==> src/lru_pkg.sv <==
// ----------------------------------------------------------------------------
// lru_pkg
// Shared types and constants for the LRU page replacement unit.
// ----------------------------------------------------------------------------
`default_nettype none

package lru_pkg;

  localparam int FRAMES    = 4;
  localparam int PAGE_BITS = 16;
  localparam int TIME_BITS = 32;
  localparam int FAULT_BITS = 32;

  localparam int FIDX_W = (FRAMES > 1) ? $clog2(FRAMES) : 1;
  localparam int CNT_W  = $clog2(FRAMES + 1);

  localparam int CFG_W      = 3;
  localparam int CFG_RESET  = 4;
  localparam int OUT_IDX_W  = 2;
  localparam int OUT_PAGE_W = 16;

  localparam int IN_DATA_W  = 16;
  // hit, frame_index, evicted_valid, evicted_page, fault_count -> 52 bits
  localparam int OUT_FIELDS_W = 1 + OUT_IDX_W + 1 + OUT_PAGE_W + FAULT_BITS;
  localparam int OUT_DATA_W   = ((OUT_FIELDS_W + 7) / 8) * 8;

  typedef enum logic {
    ST_IDLE,
    ST_LOOKUP
  } lru_state_t;

  typedef struct packed {
    logic load;    // capture the incoming page
    logic commit;  // update frames and write the result register
  } lru_cmd_t;

  typedef struct packed {
    logic out_full;  // result register holds an item not yet taken
  } lru_sts_t;

endpackage

`default_nettype wire

==> src/lru_ctrl.sv <==
// ----------------------------------------------------------------------------
// lru_ctrl
// Two-state controller: take a reference, then commit it once the result
// register can take the outcome.
// ----------------------------------------------------------------------------
`default_nettype none

module lru_ctrl
  import lru_pkg::*;
(
  input  wire logic     clk,
  input  wire logic     rst_n,
  input  wire logic     in_tvalid,
  output logic          in_tready,
  input  wire lru_sts_t sts,
  output lru_cmd_t      cmd
);

  lru_state_t state_r, state_nxt;

  always_ff @(posedge clk) begin
    if (!rst_n) begin
      state_r <= ST_IDLE;
    end else begin
      state_r <= state_nxt;
    end
  end

  always_comb begin
    state_nxt  = state_r;
    cmd        = '0;
    in_tready  = 1'b0;
    unique case (state_r)
      ST_IDLE: begin
        in_tready = 1'b1;
        if (in_tvalid) begin
          cmd.load  = 1'b1;
          state_nxt = ST_LOOKUP;
        end
      end
      ST_LOOKUP: begin
        // wait while the previous result is still stalled
        if (!sts.out_full) begin
          cmd.commit = 1'b1;
          state_nxt  = ST_IDLE;
        end
      end
    endcase
  end

endmodule

`default_nettype wire

==> src/lru_dp.sv <==
// ----------------------------------------------------------------------------
// lru_dp
// Frame table, timestamps, counters, lookup/victim logic and result register.
// ----------------------------------------------------------------------------
`default_nettype none

module lru_dp
  import lru_pkg::*;
(
  input  wire logic                  clk,
  input  wire logic                  rst_n,
  input  wire lru_cmd_t              cmd,
  output lru_sts_t                   sts,
  input  wire logic [IN_DATA_W-1:0]  in_tdata,
  input  wire logic                  cfg_valid,
  input  wire logic [CFG_W-1:0]      cfg_data,
  output logic                       out_tvalid,
  input  wire logic                  out_tready,
  output logic [OUT_DATA_W-1:0]      out_tdata
);

  logic [CFG_W-1:0]     frames_in_use_r;
  logic [PAGE_BITS-1:0] page_r;

  logic [PAGE_BITS-1:0] frame_page_r [FRAMES];
  logic [FRAMES-1:0]    frame_valid_r, frame_valid_nxt;
  logic [TIME_BITS-1:0] frame_last_use_r [FRAMES];
  logic [TIME_BITS-1:0] ref_cnt_r;
  logic [FAULT_BITS-1:0] fault_cnt_r, fault_cnt_nxt;

  logic                  out_valid_r;
  logic                  hit_r;
  logic [OUT_IDX_W-1:0]  idx_r;
  logic                  ev_valid_r;
  logic [OUT_PAGE_W-1:0] ev_page_r;
  logic [FAULT_BITS-1:0] fault_out_r;

  // lookup and victim selection
  logic [CNT_W-1:0]     n_act;
  logic                 found, empty;
  logic [FIDX_W-1:0]    hit_idx, empty_idx, old_idx, slot;
  logic [TIME_BITS-1:0] best;
  logic                 ev_valid;
  logic [PAGE_BITS-1:0] ev_page;

  always_comb begin
    // zero acts as one, anything above the table size as the table size
    if (frames_in_use_r == '0) begin
      n_act = CNT_W'(1);
    end else if (32'(frames_in_use_r) > FRAMES) begin
      n_act = CNT_W'(FRAMES);
    end else begin
      n_act = CNT_W'(frames_in_use_r);
    end

    found     = 1'b0;
    hit_idx   = '0;
    empty     = 1'b0;
    empty_idx = '0;
    old_idx   = '0;
    best      = frame_last_use_r[0];
    for (int j = 0; j < FRAMES; j++) begin
      if (CNT_W'(j) < n_act) begin
        if (!found && frame_valid_r[j] && frame_page_r[j] == page_r) begin
          found   = 1'b1;
          hit_idx = FIDX_W'(j);
        end
        if (!empty && !frame_valid_r[j]) begin
          empty     = 1'b1;
          empty_idx = FIDX_W'(j);
        end
        if (frame_last_use_r[j] < best) begin
          best    = frame_last_use_r[j];
          old_idx = FIDX_W'(j);
        end
      end
    end

    ev_valid = 1'b0;
    ev_page  = '0;
    if (found) begin
      slot = hit_idx;
    end else if (empty) begin
      slot = empty_idx;
    end else begin
      slot     = old_idx;
      ev_valid = 1'b1;
      ev_page  = frame_page_r[old_idx];
    end

    fault_cnt_nxt = fault_cnt_r;
    if (!found && fault_cnt_r != '1) begin
      fault_cnt_nxt = fault_cnt_r + FAULT_BITS'(1);
    end

    frame_valid_nxt       = frame_valid_r;
    frame_valid_nxt[slot] = 1'b1;
  end

  always_ff @(posedge clk) begin
    if (!rst_n) begin
      frames_in_use_r <= CFG_W'(CFG_RESET);
      frame_valid_r   <= '0;
      ref_cnt_r       <= '0;
      fault_cnt_r     <= '0;
      out_valid_r     <= 1'b0;
      for (int j = 0; j < FRAMES; j++) begin
        frame_last_use_r[j] <= '0;
      end
    end else begin
      if (cfg_valid) begin
        frames_in_use_r <= cfg_data;
      end
      if (cmd.commit) begin
        frame_valid_r          <= frame_valid_nxt;
        frame_last_use_r[slot] <= ref_cnt_r;
        fault_cnt_r            <= fault_cnt_nxt;
        if (ref_cnt_r != '1) begin
          ref_cnt_r <= ref_cnt_r + TIME_BITS'(1);
        end
        out_valid_r <= 1'b1;
      end else if (out_tready) begin
        out_valid_r <= 1'b0;
      end
    end
  end

  always_ff @(posedge clk) begin
    if (cmd.load) begin
      page_r <= in_tdata[PAGE_BITS-1:0];
    end
    if (cmd.commit) begin
      frame_page_r[slot] <= page_r;
      hit_r              <= found;
      idx_r              <= OUT_IDX_W'(slot);
      ev_valid_r         <= ev_valid;
      ev_page_r          <= OUT_PAGE_W'(ev_page);
      fault_out_r        <= fault_cnt_nxt;
    end
  end

  assign sts.out_full = out_valid_r && !out_tready;
  assign out_tvalid   = out_valid_r;
  assign out_tdata    = {{(OUT_DATA_W - OUT_FIELDS_W){1'b0}},
                         fault_out_r, ev_page_r, ev_valid_r, idx_r, hit_r};

endmodule

`default_nettype wire

==> src/lru_page_replacement_unit.sv <==
// ----------------------------------------------------------------------------
// lru_page_replacement_unit
// Fully associative LRU page replacement over up to four frames.
// ----------------------------------------------------------------------------
// Operation: the accepted page is captured, then lookup/update/commit writes the
//   result register; the commit is held while the previous result waits.
//   No new item is taken until the current one commits, but a new item is
//   taken while the previous result waits on out_tready.
// Reset (rst_n low, synchronous): all frames empty, timestamps and counters
//   zero, frames_in_use = 4. cfg_ready is always high.
`default_nettype none

module lru_page_replacement_unit
  import lru_pkg::*;
(
  input  wire logic                  clk,
  input  wire logic                  rst_n,
  // input items: [15:0] page_number
  input  wire logic                  in_tvalid,
  output logic                       in_tready,
  input  wire logic [IN_DATA_W-1:0]  in_tdata,
  // results: [0] hit, [2:1] frame_index, [3] evicted_valid,
  //   [19:4] evicted_page, [51:20] fault_count, [55:52] zero
  output logic                       out_tvalid,
  input  wire logic                  out_tready,
  output logic [OUT_DATA_W-1:0]      out_tdata,
  // configuration: [2:0] frames_in_use
  input  wire logic                  cfg_valid,
  output logic                       cfg_ready,
  input  wire logic [CFG_W-1:0]      cfg_data
);

  lru_cmd_t cmd;
  lru_sts_t sts;

  assign cfg_ready = 1'b1;

  lru_ctrl u_ctrl (
    .clk       (clk),
    .rst_n     (rst_n),
    .in_tvalid (in_tvalid),
    .in_tready (in_tready),
    .sts       (sts),
    .cmd       (cmd)
  );

  lru_dp u_dp (
    .clk        (clk),
    .rst_n      (rst_n),
    .cmd        (cmd),
    .sts        (sts),
    .in_tdata   (in_tdata),
    .cfg_valid  (cfg_valid),
    .cfg_data   (cfg_data),
    .out_tvalid (out_tvalid),
    .out_tready (out_tready),
    .out_tdata  (out_tdata)
  );

endmodule

`default_nettype wire

==> config.mk <==
export PLATFORM = sky130hd
export DESIGN_NAME = lru_page_replacement_unit
export DESIGN_NICKNAME = d
export VERILOG_FILES = /design/src/lru_pkg.sv /design/src/lru_ctrl.sv /design/src/lru_dp.sv /design/src/lru_page_replacement_unit.sv
export SDC_FILE = /design/constraint.sdc
export NUM_CORES = 1
export LEC_CHECK = 0
export ABC_CLOCK_PERIOD_IN_PS = 11000
export CAP_MARGIN = 40
export CORE_MARGIN = 3
export CORE_UTILIZATION = 30
export DETAILED_ROUTE_END_ITERATION = 12
export DONT_BUFFER_PORTS = 1
export GPL_ROUTABILITY_DRIVEN = 0
export PLACE_DENSITY = 0.44
export SETUP_SLACK_MARGIN = 0.05
export SLEW_MARGIN = 0
export SYNTH_ARGS = -nofsm -noshare
export SYNTH_HDL_FRONTEND = slang
export SYNTH_SLANG_ARGS = --single-unit
==> constraint.sdc <==
create_clock -name clk -period 11 [get_ports clk]
set_input_delay 3.3 -clock clk [delete_from_list [all_inputs] [get_ports clk]]
set_output_delay 3.3 -clock clk [all_outputs]
set_load 0.02 [all_outputs]
==> results of run 1 <==
==> cell families (layout without fill, tap and decap cells) <==
family	count (synthesis)	in the layout	synth area share, %
AND/OR/NAND/NOR	570	570	16.30
flip-flops	333	333	55.37
AO/OA/AOI/OAI	231	231	8.708
buffers and inverters	152	181	3.760
XOR/XNOR	140	140	7.325
adder cells (fa/ha/maj)	95	95	7.101
multiplexers	23	23	1.390
other	2	8	0.04487
==> synth_stat cells, types with 8 or more instances <==
| cell | number |
|---|---|
| sky130_fd_sc_hd__a211o_1 | 18 |
| sky130_fd_sc_hd__buf_4 | 9 |
| sky130_fd_sc_hd__xor2_1 | 65 |
| sky130_fd_sc_hd__dfxtp_1 | 73 |
| sky130_fd_sc_hd__mux2i_1 | 21 |
| sky130_fd_sc_hd__nand4_1 | 37 |
| sky130_fd_sc_hd__nand2_1 | 139 |
| sky130_fd_sc_hd__buf_2 | 14 |
| sky130_fd_sc_hd__inv_1 | 83 |
| sky130_fd_sc_hd__and2_1 | 49 |
| sky130_fd_sc_hd__a21boi_0 | 18 |
| sky130_fd_sc_hd__clkbuf_1 | 44 |
| sky130_fd_sc_hd__ha_1 | 95 |
| sky130_fd_sc_hd__edfxtp_1 | 260 |
| sky130_fd_sc_hd__and3_1 | 8 |
| sky130_fd_sc_hd__nor3_1 | 20 |
| sky130_fd_sc_hd__nand3_1 | 53 |
| sky130_fd_sc_hd__nor2_1 | 191 |
| sky130_fd_sc_hd__a21oi_1 | 74 |
| sky130_fd_sc_hd__and4_1 | 12 |
| sky130_fd_sc_hd__xnor2_1 | 75 |
| sky130_fd_sc_hd__or3_1 | 18 |
| sky130_fd_sc_hd__nor4_1 | 16 |
| sky130_fd_sc_hd__o21ai_0 | 67 |
==> where the power goes <==
part / internal (µW) / switching, µW
sequential: 1410 / 45.5
combinational: 137 / 255
clock: 762 / 549
==> worst min-delay path: stages (launching register included) <==
cell                      delay [ps]
sky130_fd_sc_hd__dfxtp_1         330
sky130_fd_sc_hd__nand2_1          60
sky130_fd_sc_hd__o21ai_0          60
==> metal layers <==
layer / wire (µm) / GRT usage, % / share of wire (%)
met1: 22530 / 22.25 / 52
met2: 17780 / 20.67 / 41
met3: 2380 / 3.431 / 5.4
met4: 974 / 4.173 / 2.2
met5: 34 / 0 / 0.078
==> path summary, 6_finish.rpt <==
kind | slack (ps) | end | start | cells after the start
max | 880 | u_dp.frame_last_use_r[1][17] | u_dp.frame_last_use_r[1][6] | 30
min | 510 | u_dp.frame_valid_r[0] | u_dp.frame_valid_r[0] | 2
max reg2reg | 880 | u_dp.frame_last_use_r[1][17] | u_dp.frame_last_use_r[1][6] | 30
min reg2reg | 510 | u_dp.frame_valid_r[0] | u_dp.frame_valid_r[0] | 2
==> sequential cells by signal, summed over array words and instances (netlist names), 2 cells and up <==
| signal | flops |
|---|---|
| u_dp.frame_last_use_r | 128 |
| u_dp.frame_page_r | 64 |
| u_dp.fault_cnt_r | 32 |
| u_dp.fault_out_r | 32 |
| u_dp.ref_cnt_r | 32 |
| u_dp.ev_page_r | 16 |
| u_dp.page_r | 16 |
| u_dp.frame_valid_r | 4 |
| u_dp.frames_in_use_r | 3 |
| u_dp.idx_r | 2 |
==> final cells by class <==
type / instances / area (µm²) / share of cell area [%]
Antenna cell: 3 / 7.507 / 0.03977
Inverter: 84 / 315.3 / 1.670
Sequential cell: 333 / 9269 / 49.11
Clock buffer: 53 / 1071 / 5.674
Timing Repair Buffer: 22 / 188.9 / 1.001
Tap cell: 739 / 924.6 / 4.899
Multi-Input combinational cell: 1064 / 6877 / 36.43
Clock inverter: 22 / 222.7 / 1.180
==> per-stage QoR <==
| step | utilization [%] | total power, µW | instances | area, µm² |
|---|---|---|---|---|
| after detailed placement | 32.21 | 1871 | 2242 | 17570 |
| after CTS | 34.58 | 3203 | 2317 | 18870 |
| final | 34.60 | 3156 | 2320 | 18880 |
| after global placement | 32.13 | 1868 | 2239 | 17530 |
| after global routing | 34.58 | 3305 | 2317 | 18870 |
| after floorplan | - | 1754 | 1549 | 16750 |
==> summary.md, run 1 <==
| Metric | Value |
|---|---|
| Final Hold Vio Count | `0` |
| Crit path top cell by count | `sky130_fd_sc_hd__buf_4` |
| Initial antenna violation count | `6` |
| Count of state elements after synthesis | `333` |
| Cell type with the highest aggregate area in the netlist | `sky130_fd_sc_hd__edfxtp_1` |
| Post-cts gate resize count | `0` |
| Drt pass-1 iters | `5` |
| Share of the cycle needed by the critical path after routing | `between 90% and 100%` |
| Highest attainable clock frequency | `a little under 0.1 GHz` |
| Pin count of the biggest net entering global routing | `just over 80` |
| Total standard cell area after synthesis | `16740 µm²` |
| Number of core rows | `85` |
| Final HPWL from detailed placement | `30.68 mm` |
| Combined global-route utilization of all metal layers | `14.68%` |
| Global-route wire length before repair | `66.71 mm` |
| Pwr Density | `between 150 and 200 nW/µm²` |
| Synthesized area per cell | `~11 µm²` |
| Vertical die dimension | `about 240 µm` |
| Deepest level of the CTS H-tree | `2` |
| Number of violations reported at the end of detailed-routing iteration 0 | `slightly below 800` |
| Fraction of the yosys area taken by sequential cells | `roughly 55%` |
| Via density | `4.782` |
| Data arrival time of the critical path | `a little over 10000 ps` |
| Setup-violating endpoint count in the final report | `0` |
| Fraction of final layout cells with drive strength greater than 1 | `under 10%` |
| Post-detailed-routing wire length | `roughly 44 mm` |
| Die Span X | `242.2 µm` |
| Area growth from synthesis to final layout | `12.77%` |
| IO Pins | `just over 80` |
| Clock tree buffer depth | `3` |
| Detailed-route via count | `~11000` |
| Kind of critical path | `reg2reg` |
| Commonest cells after routing, fill and taps aside | `sky130_fd_sc_hd__edfxtp_1 (260), sky130_fd_sc_hd__nor2_1 (191), sky130_fd_sc_hd__nand2_1 (139), sky130_fd_sc_hd__ha_1 (95), sky130_fd_sc_hd__inv_1 (83)` |
| Clock-pin slew of the registers on the worst-case setup and hold paths | `roughly 60 ps` |
| Clk Latency, worst-skew pair | `a little under 600 ps` |
| Setup repair after global routing missed its margin | `no` |
| Number of global-route vias before repair | `between 10000 and 15000` |
| CP top delay family | `compound AO/OA/AOI/OAI gates` |
| Max Transition Viols Final | `0` |
| Total CTS buffers | `41` |
| Clock period minus worst slack | `about 10000 ps` |
| Class of the worst hold path | `reg2reg` |
| Number of input and output port buffers inserted | `0` |
| Number of sinks handled by clock tree synthesis | `around 330` |
| Leak pwr | `roughly 0.0070 µW` |
| Most common cell after layout, fill and taps aside | `sky130_fd_sc_hd__edfxtp_1` |
| Sum of negative setup slack | `0 ps` |
| Final setup skew | `41.23 ps` |
| Routed len/inst | `about 19 µm` |
| Count of hold-fix buffers inserted at cts | `0` |
| Post-route setup slack | `between 800 and 900 ps` |
| Slowest cell delay on critical path | `just under 700 ps` |
| DRC viols | `0` |
| Fin Hold WS | `about 510 ps` |
| CTS tree | `yes` |
| Filler instances | `roughly 5400` |
| Number of synthesized flops with an enable pin | `260` |
| Crit Path Max Fanout | `between 70 and 80` |
| Total buffers and inverters traversed by the critical path | `4` |
| Post-synth cell types | `66` |
| Buffer cell driving the clock tree root | `sky130_fd_sc_hd__clkbuf_16` |
| Slowest cell on the critical path | `sky130_fd_sc_hd__o31ai_4` |
| Asr flop ratio synth | `0%` |
| Worst EP required | `approximately 11000 ps` |
| Initial Utilization | `30.68%` |
| Worst-margin pin slew | `~840 ps` |
| Yosys Warn Count | `0` |
| Final nets | `approximately 1700` |
| Maximum resistive drop on vdd | `slightly above 0.1 mV` |
| Result of the run | `finished, final reports clean` |
| Post-synth top area share | `between 40% and 50%` |
| Ys flop type | `sky130_fd_sc_hd__edfxtp_1` |
| Die area | `between 50000 and 60000 µm²` |
| Overflow left after global routing | `0` |
| Number of instances in the synthesized netlist | `about 1500` |
| Total of max-cap violations | `0` |
| Worst Setup Slack post-DPL | `just under 900 ps` |
| Routed Antenna Nets | `0` |
| Startpoint type of the worst setup path | `flop` |
| Standard cell core area | `between 50000 and 60000 µm²` |
| Crit path capture type | `flop` |
| Post-CTS Setup Inserts | `0` |
| Slew margin rel. | `a little over two fifths` |
| Ranking of synthesized cells by area | `sky130_fd_sc_hd__edfxtp_1 (47%), sky130_fd_sc_hd__dfxtp_1 (8.7%), sky130_fd_sc_hd__ha_1 (7.1%), sky130_fd_sc_hd__nor2_1 (4.3%), sky130_fd_sc_hd__xnor2_1 (3.9%)` |
Note: power is estimated with default switching activity, not from simulation.
==> inputs of run 2 (changes only) <==
Settings changed: ABC_CLOCK_PERIOD_IN_PS 11000 to 12000.
Clock period 11 ns to 12 ns, I/O delays scaled along.
==> summary.md, run 2 (synthesis results as in run 1) <==
| Metric | Value |
|---|---|
| CTS tree | `yes` |
| Fraction of final layout cells with drive strength greater than 1 | `around 6.5%` |
| Post-detailed-routing wire length | `43.95 mm` |
| Pwr Density | `about 150 nW/µm²` |
| Initial Utilization | `30.68%` |
| Clock tree buffer depth | `3` |
| Number of violations reported at the end of detailed-routing iteration 0 | `around 730` |
| Number of global-route vias before repair | `around 11000` |
| Detailed-route via count | `between 10000 and 15000` |
| Via density | `4.808` |
| Leak pwr | `around 0.0071 µW` |
| Routed len/inst | `~19 µm` |
| Initial antenna violation count | `4` |
| Total CTS buffers | `39` |
| Class of the worst hold path | `reg2reg` |
| Die Span X | `242.2 µm` |
| Combined global-route utilization of all metal layers | `about 15%` |
| Area growth from synthesis to final layout | `13.03%` |
| Largest regs | `u_dp.frame_last_use_r x128, u_dp.frame_page_r x64` |
| Drt pass-1 iters | `5` |
| Kind of critical path | `reg2reg` |
| Count of hold-fix buffers inserted at cts | `0` |
| Worst setup path start | `u_dp.frame_last_use_r[1][29]` |
| Commonest cells after routing, fill and taps aside | `sky130_fd_sc_hd__edfxtp_1 (260), sky130_fd_sc_hd__nor2_1 (191), sky130_fd_sc_hd__nand2_1 (139), sky130_fd_sc_hd__ha_1 (95), sky130_fd_sc_hd__inv_1 (83)` |
| Setup repair after global routing missed its margin | `no` |
| Worst r2r src | `u_dp.frame_last_use_r[1][29]` |
| Post-cts gate resize count | `0` |
| Worst-margin pin slew | `just under 800 ps` |
| Number of input and output port buffers inserted | `0` |
| Vertical die dimension | `approximately 240 µm` |
| Instance area at placement | `about 18000 µm²` |
| Routed Antenna Nets | `0` |
| IO Pins | `a little over 80` |
| Register with the most flip-flops | `u_dp.frame_last_use_r` |
| Startpoint of the most critical hold path | `u_dp.frame_valid_r[0]` |
| Fin util | `34.68%` |
| Final Hold Vio Count | `0` |
| Total non-filler cell area in the finished layout | `18920 µm²` |
| Standard cell core area | `54560 µm²` |
| Highest attainable clock frequency | `between 0.1 and 0.15 GHz` |
| Maximum resistive drop on vdd | `around 0.076 mV` |
| Max Transition Viols Final | `0` |
| Final nets | `~1700` |
| Slowest cell on the critical path | `sky130_fd_sc_hd__nor4_2` |
| Deepest level of the CTS H-tree | `2` |
| Buffer cell driving the clock tree root | `sky130_fd_sc_hd__clkbuf_16` |
| Worst EP required | `about 12000 ps` |
| Startpoint type of the worst setup path | `flop` |
| Number of core rows | `85` |
| Clock-pin slew of the registers on the worst-case setup and hold paths | `~60 ps` |
| Final HPWL from detailed placement | `approximately 30 mm` |
| Clk Latency, worst-skew pair | `around 560 ps` |
| Clock period minus worst slack | `9130 ps` |
| Setup-violating endpoint count in the final report | `0` |
| Total of max-cap violations | `0` |
| Data arrival time of the critical path | `roughly 9300 ps` |
| Post-CTS Setup Inserts | `0` |
| CP top delay family | `simple AND/OR/NAND/NOR gates` |
| Final setup skew | `approximately 27 ps` |
| Crit Path Max Fanout | `slightly below 60` |
| Fin Hold WS | `about 500 ps` |
| Share of the cycle needed by the critical path after routing | `76.08%` |
| Global-route wire length before repair | `slightly below 70 mm` |
| Sum of negative setup slack | `0 ps` |
| Crit path capture type | `flop` |
| Total buffers and inverters traversed by the critical path | `4` |
| Number of sinks handled by clock tree synthesis | `approximately 330` |
| Slew margin rel. | `roughly half` |
| Pin count of the biggest net entering global routing | `just over 80` |
| Result of the run | `finished, final reports clean` |
| DRC viols | `0` |
| Slowest cell delay on critical path | `between 700 and 800 ps` |
| Most common cell after layout, fill and taps aside | `sky130_fd_sc_hd__edfxtp_1` |
| Die area | `58670 µm²` |
| Overflow left after global routing | `0` |
| Max reg flops | `approximately 130` |
-- run 2: changes by cell type in the layout (fill, tap and decap cells not counted), sizes merged --
cell	previous run	this run
clkbuf	53	51
bufinv	3	4
buf	22	23
clkinv	19	15
diode	3	2
-- run 2: tightest hold or removal path, stage by stage, from the launching register on --
cell	delay [ps]
sky130_fd_sc_hd__dfxtp_1	330
sky130_fd_sc_hd__nand2_1	60
sky130_fd_sc_hd__o21ai_0	60
-- run 2: stage by stage --
step / setup slack [ps] / power (µW) / cells
4_1_cts: 2841 / 2925 / 2313
5_1_grt: 2221 / 3013 / 2313
6_report: 2870 / 2872 / 2315
2_1_floorplan: 3007 / 1608 / 1549
3_3_place_gp: 2163 / 1718 / 2237
3_5_place_dp: 2864 / 1729 / 2243
-- run 2: worst paths after layout --
kind / cells past startpoint / to / slack (ps)
setup / recovery: 28 / u_dp.frame_last_use_r[1][17] / 2870
hold / removal: 2 / u_dp.frame_valid_r[0] / 500
setup reg to reg: 28 / u_dp.frame_last_use_r[1][17] / 2870
hold reg to reg: 2 / u_dp.frame_valid_r[0] / 500
-- run 2: power breakdown --
part | total, µW | switching [µW] | leakage [µW] | internal [µW]
Combinational | 371 | 238 | 0.00331 | 134
Clock | 1170 | 476 | 0.000608 | 693
Sequential | 1330 | 41.6 | 0.00315 | 1290
-- run 2: cell type report --
type | instances | area [µm²]
fill | 5459 | 35640
sequential | 333 | 9269
multi-input combinational | 1064 | 6879
clock buffer | 51 | 1031
tap | 739 | 924.6
inverter | 84 | 315.3
timing repair buffer | 23 | 285.3
clock inverter | 19 | 210.2
antenna | 2 | 5.005
-- run 2: routing by layer --
metal | vias up | part of all wire [%] | global-route usage, % | wire length [µm]
li1 | 5501 | - | - | -
met1 | 5350 | 48 | 20.83 | 21290
met2 | 211 | 43 | 22.62 | 18950
met3 | 64 | 6.1 | 3.973 | 2672
met4 | 4 | 2.3 | 4.226 | 1002
met5 | - | 0.077 | 0 | 34
==> inputs of run 3 (changes only) <==
Settings changed: ABC_AREA from default to 1, ABC_CLOCK_PERIOD_IN_PS 12000 to 7800, PLACE_DENSITY 0.44 to 0.45.
Clock period 12 ns to 7.8 ns, I/O delays scaled along.
==> summary.md, run 3 <==
| Metric | Value |
|---|---|
| Final nets | `2000` |
| Worst-margin pin slew | `849.6 ps` |
| Fraction of final layout cells with drive strength greater than 1 | `roughly 6.9%` |
| Slew margin rel. | `43.36%` |
| Most common cell after layout, fill and taps aside | `sky130_fd_sc_hd__nand2_1` |
| Overflow left after global routing | `0` |
| Total buffers and inverters traversed by the critical path | `6` |
| Sum of negative setup slack | `0 ps` |
| Deepest level of the CTS H-tree | `2` |
| Post-detailed-routing wire length | `about 47 mm` |
| Total of max-cap violations | `0` |
| Worst hold path cell count | `2` |
| Area growth from synthesis to final layout | `12.38%` |
| Highest attainable clock frequency | `0.1415 GHz` |
| Leak pwr | `0.007254 µW` |
| Worst-case hold path end point | `u_dp.frame_valid_r[1]` |
| Ranking of synthesized cells by area | `sky130_fd_sc_hd__edfxtp_1 (46%), sky130_fd_sc_hd__dfxtp_1 (8.5%), sky130_fd_sc_hd__ha_1 (6.9%), sky130_fd_sc_hd__nand2_1 (6.9%), sky130_fd_sc_hd__inv_1 (6.0%)` |
| Final setup skew | `just under 30 ps` |
| Drt pass-1 iters | `5` |
| Via density | `4.695` |
| Number of antenna repair diodes | `0` |
| Startpoint type of the worst setup path | `flop` |
| Worst Reg-to-Reg Cells | `40` |
| Data arrival time of the critical path | `~7300 ps` |
| Asr flop ratio synth | `0%` |
| Yosys Warn Count | `0` |
| Post-route setup slack | `roughly 730 ps` |
| Clock period minus worst slack | `~7100 ps` |
| Post-synth cell types | `45` |
| Detailed-route via count | `roughly 13000` |
| Total standard cell area after synthesis | `~17000 µm²` |
| Count of state elements after synthesis | `~330` |
| Number of violations reported at the end of detailed-routing iteration 0 | `approximately 810` |
| Number of synthesized flops with an enable pin | `260` |
| CTS tree | `yes` |
| Pwr Density | `approximately 220 nW/µm²` |
| Final Hold Vio Count | `0` |
| Number of instances in the synthesized netlist | `about 1900` |
| Global-route wire length before repair | `around 74 mm` |
| Slowest cell delay on critical path | `around 430 ps` |
| Worst EP required | `roughly 8100 ps` |
| Result of the run | `finished, final reports clean` |
| Number of global-route vias before repair | `between 10000 and 15000` |
| Leading cell type by number of instances after synthesis | `sky130_fd_sc_hd__nand2_1` |
| Die area | `60060 µm²` |
| Vertical die dimension | `245.1 µm` |
| Routed len/inst | `around 18 µm` |
| Ys flop type | `sky130_fd_sc_hd__edfxtp_1` |
| Clock-pin slew of the registers on the worst-case setup and hold paths | `roughly 60 ps` |
| Worst r2r src | `u_dp.frame_last_use_r[1][5]` |
| Register with the most flip-flops | `u_dp.frame_last_use_r` |
| Class of the worst hold path | `reg2reg` |
| Total CTS buffers | `39` |
| Slowest cell on the critical path | `sky130_fd_sc_hd__nor3b_1` |
| Initial antenna violation count | `0` |
| Fraction of the yosys area taken by sequential cells | `between 50% and 60%` |
| Die Span X | `245.1 µm` |
| Cell type with the highest aggregate area in the netlist | `sky130_fd_sc_hd__edfxtp_1` |
| Synthesized area per cell | `just over 9 µm²` |
| Max reg flops | `128` |
| Crit Path Max Fanout | `34` |
| Number of core rows | `87` |
| Initial Utilization | `between 30 and 40%` |
| Fin Hold WS | `between 400 and 500 ps` |
| Filler instances | `between 5000 and 6000` |
| Setup repair after global routing missed its margin | `no` |
| Number of sinks handled by clock tree synthesis | `about 330` |
| Commonest cells after routing, fill and taps aside | `sky130_fd_sc_hd__nand2_1 (314), sky130_fd_sc_hd__inv_1 (274), sky130_fd_sc_hd__edfxtp_1 (260), sky130_fd_sc_hd__nor2_1 (237), sky130_fd_sc_hd__o21ai_0 (139)` |
| Maximum resistive drop on vdd | `around 0.14 mV` |
| DRC viols | `0` |
| Max Transition Viols Final | `0` |
| Number of input and output port buffers inserted | `0` |
| Startpoint of the most critical hold path | `u_dp.frame_valid_r[1]` |
| Post-CTS Setup Inserts | `0` |
| Crit path top cell by count | `sky130_fd_sc_hd__nand2_1` |
| CP top delay family | `simple AND/OR/NAND/NOR gates` |
| Buffer cell driving the clock tree root | `sky130_fd_sc_hd__clkbuf_16` |
| Crit path capture type | `flop` |
| Commonest cells post-synth | `sky130_fd_sc_hd__nand2_1 (316), sky130_fd_sc_hd__inv_1 (275), sky130_fd_sc_hd__edfxtp_1 (260), sky130_fd_sc_hd__nor2_1 (239), sky130_fd_sc_hd__o21ai_0 (140)` |
| Post-synth top area share | `between 40% and 50%` |
| Largest regs | `u_dp.frame_last_use_r x128, u_dp.frame_page_r x64` |
| Setup-violating endpoint count in the final report | `0` |
| Pin count of the biggest net entering global routing | `65` |
| Clk Latency, worst-skew pair | `around 560 ps` |
| Fin util | `between 30% and 40%` |
| Share of the cycle needed by the critical path after routing | `between 90 and 100%` |
| End of the worst register-to-register path | `u_dp.frame_page_r[0][13]` |
| Post-cts gate resize count | `0` |
| Routed Antenna Nets | `0` |
| Clock tree buffer depth | `3` |
| Register-to-register path setup slack | `approximately 730 ps` |
| Standard cell core area | `~56000 µm²` |
| Count of hold-fix buffers inserted at cts | `0` |
| Final HPWL from detailed placement | `34.00 mm` |
| Worst Setup Slack post-DPL | `between 300 and 400 ps` |
| Combined global-route utilization of all metal layers | `between 10% and 20%` |
| Kind of critical path | `reg2reg` |
| IO Pins | `just over 80` |
[run 3: metal layers]
| layer | share of wire (%) | global-route usage [%] | up-vias | wire length, µm |
|---|---|---|---|---|
| met2 | 45 | 25.43 | 243 | 21450 |
| met1 | 47 | 21.16 | 5888 | 22230 |
| met5 | 0 | 0 | - | 0 |
| met4 | 1.9 | 4.064 | 0 | 918 |
| met3 | 5.6 | 3.834 | 63 | 2642 |
| li1 | - | - | 6319 | - |
[run 3: report_power, final]
group          switching, µW  internal [µW]
logic                    365            169
clock network            741           1020
registers               59.6           1970
[run 3: logic make-up (layout without fill, tap and decap cells)]
| kind of cell | Yosys count | after routing | share of synthesized area, % |
|---|---|---|---|
| AND/OR/NAND/NOR | 767 | 767 | 19.51 |
| flip-flops | 333 | 333 | 54.05 |
| buffers and inverters | 331 | 368 | 7.683 |
| AO/OA/AOI/OAI | 298 | 298 | 9.580 |
| adder cells (fa/ha/maj) | 95 | 95 | 6.932 |
| XOR/XNOR | 43 | 43 | 2.196 |
| other | 2 | 5 | 0.04380 |
[run 3: layout make-up]
class | instances | area [µm²] | area share (%)
flip-flops and latches | 333 | 9269 | 48.10
multi-input cells | 1208 | 6593 | 34.21
well taps | 756 | 945.9 | 4.908
clock buffers | 52 | 1065 | 5.525
inverters | 276 | 1036 | 5.376
clock inverters | 17 | 140.1 | 0.7272
repair buffers | 23 | 222.7 | 1.156
[run 3: through the flow]
step                      area [µm²]  total power (µW)  cells
final                          19270              4334   2665
after detailed placement       18040              2605   2596
after CTS                      19250              4398   2665
after floorplan                17160              2438   1872
after global routing           19270              4545   2665
after global placement         17980              2592   2591
[run 3: how the worst max path moves through the flow]
stage                                 start                     endpoint  slack (ps)  cells past startpoint
2_1_floorplan  u_dp.frame_last_use_r[1][31]  u_dp.frame_last_use_r[1][0]        1030                     40
3_3_place_gp   u_dp.frame_last_use_r[1][31]      u_dp.frame_page_r[0][6]         520                     35
3_5_place_dp   u_dp.frame_last_use_r[1][31]     u_dp.frame_page_r[0][10]         330                     36
4_1_cts        u_dp.frame_last_use_r[1][31]     u_dp.frame_page_r[0][13]         270                     36
5_1_grt        u_dp.frame_last_use_r[1][31]     u_dp.frame_page_r[0][15]         110                     36
6_report        u_dp.frame_last_use_r[1][5]     u_dp.frame_page_r[0][13]         730                     40
[run 3: worst reg2reg max path, delay by kind of cell (launching register included)]
family | cells | cell delay [ps]
DFF | 1 | 390
adders and majority gates | 3 | 920
buffers and inverters | 6 | 1280
AOI/OAI and AO/OA | 9 | 1500
and+or+nand+nor | 22 | 2700
